File: config.mk
export PLATFORM = sky130hd
export DESIGN_NAME = dpm_ctrl
export DESIGN_NICKNAME = d
export VERILOG_FILES = /design/src/hdl/dpm_pkg.sv /design/src/hdl/dpm_ctrl.sv
export SDC_FILE = /design/constraint.sdc
export NUM_CORES = 1
export LEC_CHECK = 0
export BUFFER_PORTS_ARGS = -buffer_cell sky130_fd_sc_hd__buf_4
export CORE_AREA = 3 3 40 42
export CTS_CLUSTER_DIAMETER = 80
export DETAILED_ROUTE_END_ITERATION = 7
export DIE_AREA = 0 0 43 45
export GPL_ROUTABILITY_DRIVEN = 0
export SYNTH_ARGS = -nofsm -noshare
export SYNTH_HDL_FRONTEND = slang
export SYNTH_SLANG_ARGS = --single-unit
File: constraint.sdc
create_clock -name clk -period 3.4 [get_ports clk]
set_input_delay 0.34 -clock clk [delete_from_list [all_inputs] [get_ports clk]]
set_output_delay 0.34 -clock clk [all_outputs]
set_load 0.02 [all_outputs]
File: src/hdl/dpm_pkg.sv
`timescale 1ns / 1ps
package dpm_pkg;
  localparam int NUM_SLOTS = 8;
  localparam int SW = $clog2(NUM_SLOTS);
  localparam int NFEAT = 5;
  localparam logic [15:0] STR_ONE = 16'd32768;
  localparam logic [15:0] STR_FLOOR = 16'd262;
  localparam logic [15:0] STR_BOOST = 16'd1966;
  localparam logic [15:0] STR_PLANT = 16'd2621;
  localparam logic [15:0] PULL_Q16 = 16'd5243;

  localparam logic [2:0] REG_THR = 3'd5;
  localparam logic [2:0] REG_DECAY = 3'd6;
  localparam logic [2:0] REG_TARGET = 3'd7;

  typedef struct packed {
    logic clear_acc;
    logic decay_slot;
    logic dist_slot;
    logic plant;
    logic take;
    logic apply;
    logic summary;
    logic [SW-1:0] slot;
  } cmd_t;

  typedef struct packed {
    logic found;
  } status_t;
endpackage

File: src/hdl/dpm_ctrl.sv
`timescale 1ns / 1ps
module dpm_ctrl
  import dpm_pkg::*;
(
  input  logic clk,
  input  logic rst,
  input  logic in_fire,
  input  logic mode,
  input  logic feature_valid,
  input  logic out_free,
  input  status_t status,
  output cmd_t cmd,
  output logic busy,
  output logic done
);
  localparam logic [2:0] S_IDLE = 3'd0;
  localparam logic [2:0] S_DECAY = 3'd1;
  localparam logic [2:0] S_DIST = 3'd2;
  localparam logic [2:0] S_APPLY = 3'd3;
  localparam logic [2:0] S_SUM = 3'd4;
  localparam logic [2:0] S_WAIT = 3'd5;
  localparam logic [2:0] S_FLUSH = 3'd6;

  logic [2:0] state, state_next;
  logic [SW-1:0] slot, slot_next;
  logic last;

  assign last = (slot == SW'(NUM_SLOTS - 1));
  assign busy = (state != S_IDLE);

  always_comb begin
    state_next = state;
    slot_next = slot;
    cmd = '0;
    cmd.slot = slot;
    done = 1'b0;
    case (state)
      S_IDLE: begin
        if (in_fire) begin
          cmd.clear_acc = 1'b1;
          slot_next = '0;
          if (mode) begin
            cmd.take = 1'b1;
            state_next = S_SUM;
          end else if (feature_valid) begin
            state_next = S_DECAY;
          end else begin
            state_next = S_SUM;
          end
        end
      end
      S_DECAY: begin
        cmd.decay_slot = 1'b1;
        slot_next = last ? '0 : slot + 1'b1;
        if (last) state_next = S_DIST;
      end
      S_DIST: begin
        cmd.dist_slot = 1'b1;
        slot_next = last ? '0 : slot + 1'b1;
        if (last) state_next = S_FLUSH;
      end
      S_FLUSH: begin
        state_next = S_APPLY;
      end
      S_APPLY: begin
        if (status.found) cmd.apply = 1'b1;
        else cmd.plant = 1'b1;
        state_next = S_SUM;
      end
      S_SUM: begin
        cmd.summary = 1'b1;
        state_next = S_WAIT;
      end
      S_WAIT: begin
        if (out_free) begin
          done = 1'b1;
          state_next = S_IDLE;
        end
      end
      default: state_next = S_IDLE;
    endcase
  end

  always_ff @(posedge clk) begin
    if (rst) begin
      state <= S_IDLE;
      slot <= '0;
    end else begin
      state <= state_next;
      slot <= slot_next;
    end
  end
endmodule

==> results of run 1 <==
[worst reg2reg max path: stages, from the launching register on]
cell	delay (ns)
dfxtp_1	0.35
ha_1	0.16
ha_1	0.21
mux2i_1	0.09
a211o_1	0.34
o41ai_2	0.26
[cells by family (layout without fill, tap and decap cells)]
| kind of cell | Yosys count | count (layout) |
|---|---|---|
| and+or+nand+nor | 27 | 27 |
| DFF | 6 | 6 |
| muxes | 2 | 2 |
| buffers and inverters | 6 | 23 |
| xor gates and xnor gates | 1 | 1 |
| adders and majority gates | 2 | 2 |
| AOI/OAI and AO/OA | 13 | 13 |
[power groups by stage]
stage	logic (mW)	registers, mW	clock network (mW)
2_1_floorplan	0.121	0.0896	0
3_3_place_gp	0.145	0.110	0
3_5_place_dp	0.144	0.111	0
4_1_cts	0.145	0.110	0.0690
5_1_grt	0.155	0.113	0.0708
6_report	0.143	0.110	0.0650
[routing by layer]
layer	part of all wire [%]	up-vias
li1	-	235
met1	46	194
met2	48	7
met3	5.3	2
met4	1.4	0
met5	0	-
[placed cells by master, fill, tap and decap left out, types with 2 or more instances in the layout]
cell type and instances:
inv_1 2, mux2i_1 2, dfxtp_1 6, nand2b_1 3
nand2_1 4, nor3b_1 2, a21oi_1 5, buf_4 18
nor2_1 6, ha_1 2, o21ai_0 4, and3_1 2
nor3_1 2, clkbuf_4 3
[path summary, 6_finish.rpt]
check / end / start
min: state[1] / rst
max reg2reg: state[2] / slot[0]
max: cmd[8] / state[0]
min reg2reg: slot[2] / slot[2]
[area by class of cell]
class	instances	area, sq um	area share [%]
multi-input combinational	45	295	49.3
timing repair buffer	18	135	22.5
clock buffer	3	22.5	3.76
tap	15	18.8	3.13
inverter	2	7.51	1.25
sequential	6	120	20.0
[cell usage after synthesis (2+ instances only)]
master	instances
nand2_1	4
nor2_1	6
nor3_1	2
inv_1	2
nand2b_1	3
buf_2	2
o21ai_0	4
a21oi_1	5
dfxtp_1	6
buf_4	2
and3_1	2
ha_1	2
nor3b_1	2
mux2i_1	2
[metrics by stage]
stage                     worst slack (ns)  utilization, %  total power, mW  cell area [sq um]
after floorplan                       1.85               -            0.210                448
after global placement                1.89            44.9            0.255                577
after detailed placement              1.88            44.9            0.256                577
after CTS                             1.67            46.6            0.323                599
after global routing                  1.59            46.6            0.339                599
final                                 1.67            46.6            0.318                599
[sequential cells by signal, indices dropped and copies added, names as in the netlist]
register,cells
slot,3
state,3
==> results by group, run 1 <==
Critical path
  • Critical path peak fanout: 16
  • Critical path capture point type: output pin
  • Critical Path, Cell by Cell: nor3b_2 > buf_4
  • R2r worst-path depth: 5
  • WP data arrival: 1.39 ns
  • Required @ worst endpoint: 3.06 ns
  • CP delay by family, top: flip-flops
  • CP max stage delay: 0.64 ns
  • CP Launch Type: register
  • CP Depth: 2
  • CP max-delay cell: dfxtp_1
  • Buf+Inv Stages, Crit Path: 1
  • R2r setup slk: 1.89 ns
  • Critical path type: reg2out

Die
  • DIE AREA: 1940 sq um
  • # IOs: 19
  • Row cnt: 13
  • Core Region: 1280 sq um
  • Die X-Extent: 43 um
  • Die Y: 45 um
  • Initial core utilization: 34.9%

Job
  • Max-cap viol count: 0

Drt
  • Final wirelength: 960 um
  • DRT Pass-1 Iters: 4
  • # DRC: 0
  • Drt via density: 4.92
  • Remaining antenna violation count: 0
  • WL per Instance: 10.8 um
  • Total number of vias: 438
  • Initial DRC count: 2

Logic synthesis
  • Simple-gate area share of the yosys netlist: 35.5%
  • Main combinational cell family by area after synthesis: simple AND/OR/NAND/NOR gates
  • Yosys warnings: 0
  • Xor and xnor area share after synthesis: 1.96%
  • Register area share after synthesis: 26.8%
  • Gate Count Post-Synth: 57
  • Synth top area cells: dfxtp_1 27%, a21oi_1 5.6%, ha_1 5.6%
  • Compound-gate portion of the synthesized area: 18.4%
  • Synth top area share: 26.8%
  • Number of synthesized flops with an enable pin: 0
  • Flops & latches, synth: 6
  • Yosys top cell by area: dfxtp_1
  • Mapped Area: 448 sq um
  • Synth Area per Inst: 7.86 sq um
  • Most used DFF post-synth: dfxtp_1
  • Syn_nets: 66
  • Post-synth ARST share: 0%
  • Multiplexer share of the synthesized area: 4.47%
  • Yosys cell types: 27
  • Adder-Cell Fraction of Synth Area: 5.59%

Clock network
  • Clock Root Buffer: clkbuf_4
  • CTS resizes: 0
  • H-Tree Depth: 1
  • Worst-path clk slew: 0.05 ns
  • CTS tree: yes
  • Clk buf depth: 2
  • Post CTS Setup Buffer Count: 0
  • CTS Hold Bufs: 0
  • Clk Latency, worst-skew pair: 0.24 ns
  • Number of CTS-inserted buffers: 3
  • TritonCTS Sinks: 6

STA
  • Final critical-path share of the clock period: 50.9%
  • Setup repair after global routing missed its margin: no
  • # setup viols final: 0
  • Final Max Slew Viols: 0
  • Max Clk Rate: 577 MHz
  • WHS: 0.329 ns
  • Final hold violation count: 0
  • Min Tclk post-route: 1.73 ns
  • Normalized max-slew margin: 65.7%
  • Layout Skew: 0.00488 ns
  • Worst slew pin tran: 0.513 ns
  • Setup TNS: 0 ns

Placement
  • Port bufs: 18
  • DP HPWL: 744 um
  • Placed cells: 86

Global route
  • Met1 Usage GRT: 12.8%
  • Largest net degree at the start of global routing: 17
  • Global route overflow: 0
  • Met2 GRT Util: 15.0%
  • GRT Overall Usage: 10.2%
  • First-pass GRT wire length: 1460 um
  • GR peak layer: met2
  • Global Route met3 Usage: 3.19%
  • Antenna violations before repair: 0
  • Vias in the first global route: 337

Power and ir drop
  • Combinational share of power: 44.9%
  • Power per cell area: 531 nW/um^2
  • VDD IR max: 0.250 mV
  • Clock power share: 20.4%
  • NetSw: 0.128 mW
  • LEAKAGE: 0.291 nW
  • Switching power share of the total: 40.2%
  • Seq pwr share: 34.7%
  • Int Power: 0.190 mW

Final layout
  • # nets final: 85
  • Diode count: 0
  • Filler Cells Inserted: 129
  • Area Growth Syn to Fin: 33.8%
  • Layout cells sized above 1: 32.4%
  • Final cell count without fillers: 89

Hold path
  • HP Class: in2reg
  • Hold path depth: 2

Status
  • Run status: completed
No activity file was read; power rests on OpenSTA's default activity.
==> inputs of run 2 (changes only) <==
clock period = 1.4 ns   (was 3.4 ns; I/O delays follow)
==> run 2 against run 1 <==
  * Sequential power increased by 140%
  * Final cell count increased by 7.9%
  * Final area increased by 19%
  * Via count increased by 14%
  * Hold slack got worse by 0.22 ns
  * Setup slack got worse by 1.6 ns
==> results by group, run 2 (synthesized netlist as in run 1, its figures left out) <==
Status
  • Run status: completed (unchanged)

Clock network
  • H-Tree Depth: 1 (unchanged)
  • Clock Root Buffer: clkbuf_4 (unchanged)
  • Clk Latency, worst-skew pair: 0.25 ns (was 0.24 ns)
  • Worst-path clk slew: 0.05 ns (about the same)
  • CTS tree: yes (unchanged)
  • Clk buf depth: 2 (unchanged)
  • Number of CTS-inserted buffers: 3 (unchanged)
  • Post CTS Setup Buffer Count: 0 (unchanged)
  • TritonCTS Sinks: 6 (unchanged)

Critical path
  • CP max-delay cell: dfxtp_4 (was dfxtp_1)
  • CP max stage delay: 0.33 ns (was 0.64 ns)
  • Critical path type: reg2reg (was reg2out)
  • Critical path capture point type: register (was output pin)
  • Critical path peak fanout: 3 (was 16)
  • WP data arrival: 1.54 ns (was 1.39 ns)
  • CP Launch Type: register (unchanged)
  • Required @ worst endpoint: 1.57 ns (was 3.06 ns)
  • Buf+Inv Stages, Crit Path: 1 (unchanged)
  • R2r setup slk: 0.03 ns (was 1.89 ns)
  • Critical Path, Cell by Cell: ha_2 > ha_4 > buf_4 > nor2_1 > nand3b_1 > a21oi_1 (was nor3b_2 > buf_4)
  • CP delay by family, top: adder cells (was flip-flops)

Global route
  • GRT Overall Usage: 12.1% (was 10.2%)
  • Vias in the first global route: 400 (was 337)
  • Antenna violations before repair: 0 (unchanged)
  • First-pass GRT wire length: 1710 um (was 1460 um)
  • Largest net degree at the start of global routing: 11 (was 17)
  • Global route overflow: 0 (unchanged)

Power and ir drop
  • Switching power share of the total: 40.6% (was 40.2%)
  • Clock power share: 20.3% (was 20.4%)
  • LEAKAGE: 0.326 nW (was 0.291 nW)
  • Int Power: 0.528 mW (was 0.190 mW)
  • VDD IR max: 0.606 mV (was 0.250 mV)
  • Seq pwr share: 29.4% (was 34.7%)
  • Power per cell area: 1250 nW/um^2 (was 531 nW/um^2)
  • NetSw: 0.360 mW (was 0.128 mW)
  • Combinational share of power: 50.2% (was 44.9%)

Die
  • Die X-Extent: 43 um (unchanged)
  • Initial core utilization: 34.9% (unchanged)
  • Core Region: 1280 sq um (unchanged)
  • Row cnt: 13 (unchanged)
  • DIE AREA: 1940 sq um (unchanged)
  • # IOs: 19 (unchanged)
  • Die Y: 45 um (unchanged)

Final layout
  • Most frequent cells in the layout: 23 x buf_4, 6 x nor2_1, 5 x a21oi_1 (was 18 x buf_4, 6 x nor2_1, 6 x dfxtp_1)
  • Diode count: 0 (unchanged)
  • Layout cells sized above 1: 49.4% (was 32.4%)
  • Filler Cells Inserted: 125 (was 129)
  • Area Growth Syn to Fin: 58.9% (was 33.8%)
  • Final cell count without fillers: 96 (was 89)
  • Most common cell after layout, fill and taps aside: buf_4 (unchanged)
  • # nets final: 91 (was 85)
  • Biggest regs: slot x3, state x3 (unchanged)

Placement
  • Placed cells: 92 (was 86)
  • DP HPWL: 805 um (was 744 um)
  • Port bufs: 18 (unchanged)

STA
  • Final hold violation count: 0 (unchanged)
  • Normalized max-slew margin: 80.6% (was 65.7%)
  • Final Max Slew Viols: 0 (unchanged)
  • Setup TNS: 0 ns (unchanged)
  • # setup viols final: 0 (unchanged)
  • Layout Skew: 0.00268 ns (was 0.00488 ns)
  • Worst slew pin tran: 0.289 ns (was 0.513 ns)
  • Min Tclk post-route: 1.37 ns
  • Max Clk Rate: 728 MHz
  • Setup repair after global routing missed its margin: yes (was no)
  • Final critical-path share of the clock period: 98.1%

Drt
  • Remaining antenna violation count: 0 (unchanged)
  • DRT Pass-1 Iters: 4 (unchanged)
  • Drt via density: 5.19 (was 4.92)
  • Total number of vias: 498 (was 438)
  • # DRC: 0 (unchanged)
  • Final wirelength: 1180 um (was 960 um)
  • Initial DRC count: 10 (was 2)
  • WL per Instance: 12.3 um (was 10.8 um)

Hold path
  • HP Class: in2reg (unchanged)

Job
  • Max-cap viol count: 0 (unchanged)
## run 2: changes by cell type in the layout (fill, tap and decap cells not counted), sizes merged
cell	previous run	this run
buf	18	24
clkbuf	3	4
## run 2: through the flow
stage | utilization, % | setup WS (ns) | instance area [sq um] | hold slack (ns) | power, mW
floorplan | - | -0.0555 | 458 | 0.199 | 0.516
global placement | 49.2 | 0.00705 | 632 | 0.378 | 0.657
detailed placement | 49.2 | -0.0378 | 632 | 0.376 | 0.660
CTS | 51.7 | 0.00283 | 664 | 0.118 | 0.851
global route | 55.4 | 0.00566 | 712 | 0.118 | 0.937
finish | 55.4 | 0.0272 | 712 | 0.111 | 0.888
## run 2: cell type report
cell class                 instances  area, sq um  share of cell area (%)
inverter                           2         7.51                    1.05
multi-input combinational         45          339                    47.6
timing repair buffer              24          184                    25.8
sequential                         6          136                    19.2
tap                               15         18.8                    2.64
clock buffer                       4         26.3                    3.69
## run 2: worst paths after layout
kind / start / end / depth (start not counted)
hold reg to reg: state[2] / state[2] / 1
hold / removal: rst / state[1] / 2
setup / recovery: slot[0] / slot[0] / 6
setup reg to reg: slot[0] / slot[0] / 6
## run 2: timing repair
action | in CTS | in global routing
endpoints found under the hold margin | 0 | 0
gates resized for setup | 4 | 10
setup endpoints to repair | 6 | 8
gates cloned | 0 | 0
pin swaps | 1 | 2
hold buffers | 0 | 0
## run 2: per-layer routing
| layer | part of all wire, % | global-route usage [%] | wire length (um) | up-vias |
|---|---|---|---|---|
| met5 | 0 | 0 | 0 | - |
| met2 | 47 | 19.8 | 557 | 24 |
| li1 | - | - | - | 250 |
| met3 | 7.0 | 2.79 | 82 | 3 |
| met4 | 1.7 | 7.23 | 20 | 0 |
| met1 | 44 | 14.5 | 518 | 221 |
## run 2: power by group through the flow
| stage | Sequential [mW] | Clock, mW | Combinational [mW] |
|---|---|---|---|
| 2_1_floorplan | 0.220 | 0 | 0.296 |
| 3_3_place_gp | 0.244 | 0 | 0.413 |
| 3_5_place_dp | 0.243 | 0 | 0.416 |
| 4_1_cts | 0.246 | 0.179 | 0.427 |
| 5_1_grt | 0.267 | 0.186 | 0.484 |
| 6_report | 0.261 | 0.181 | 0.446 |
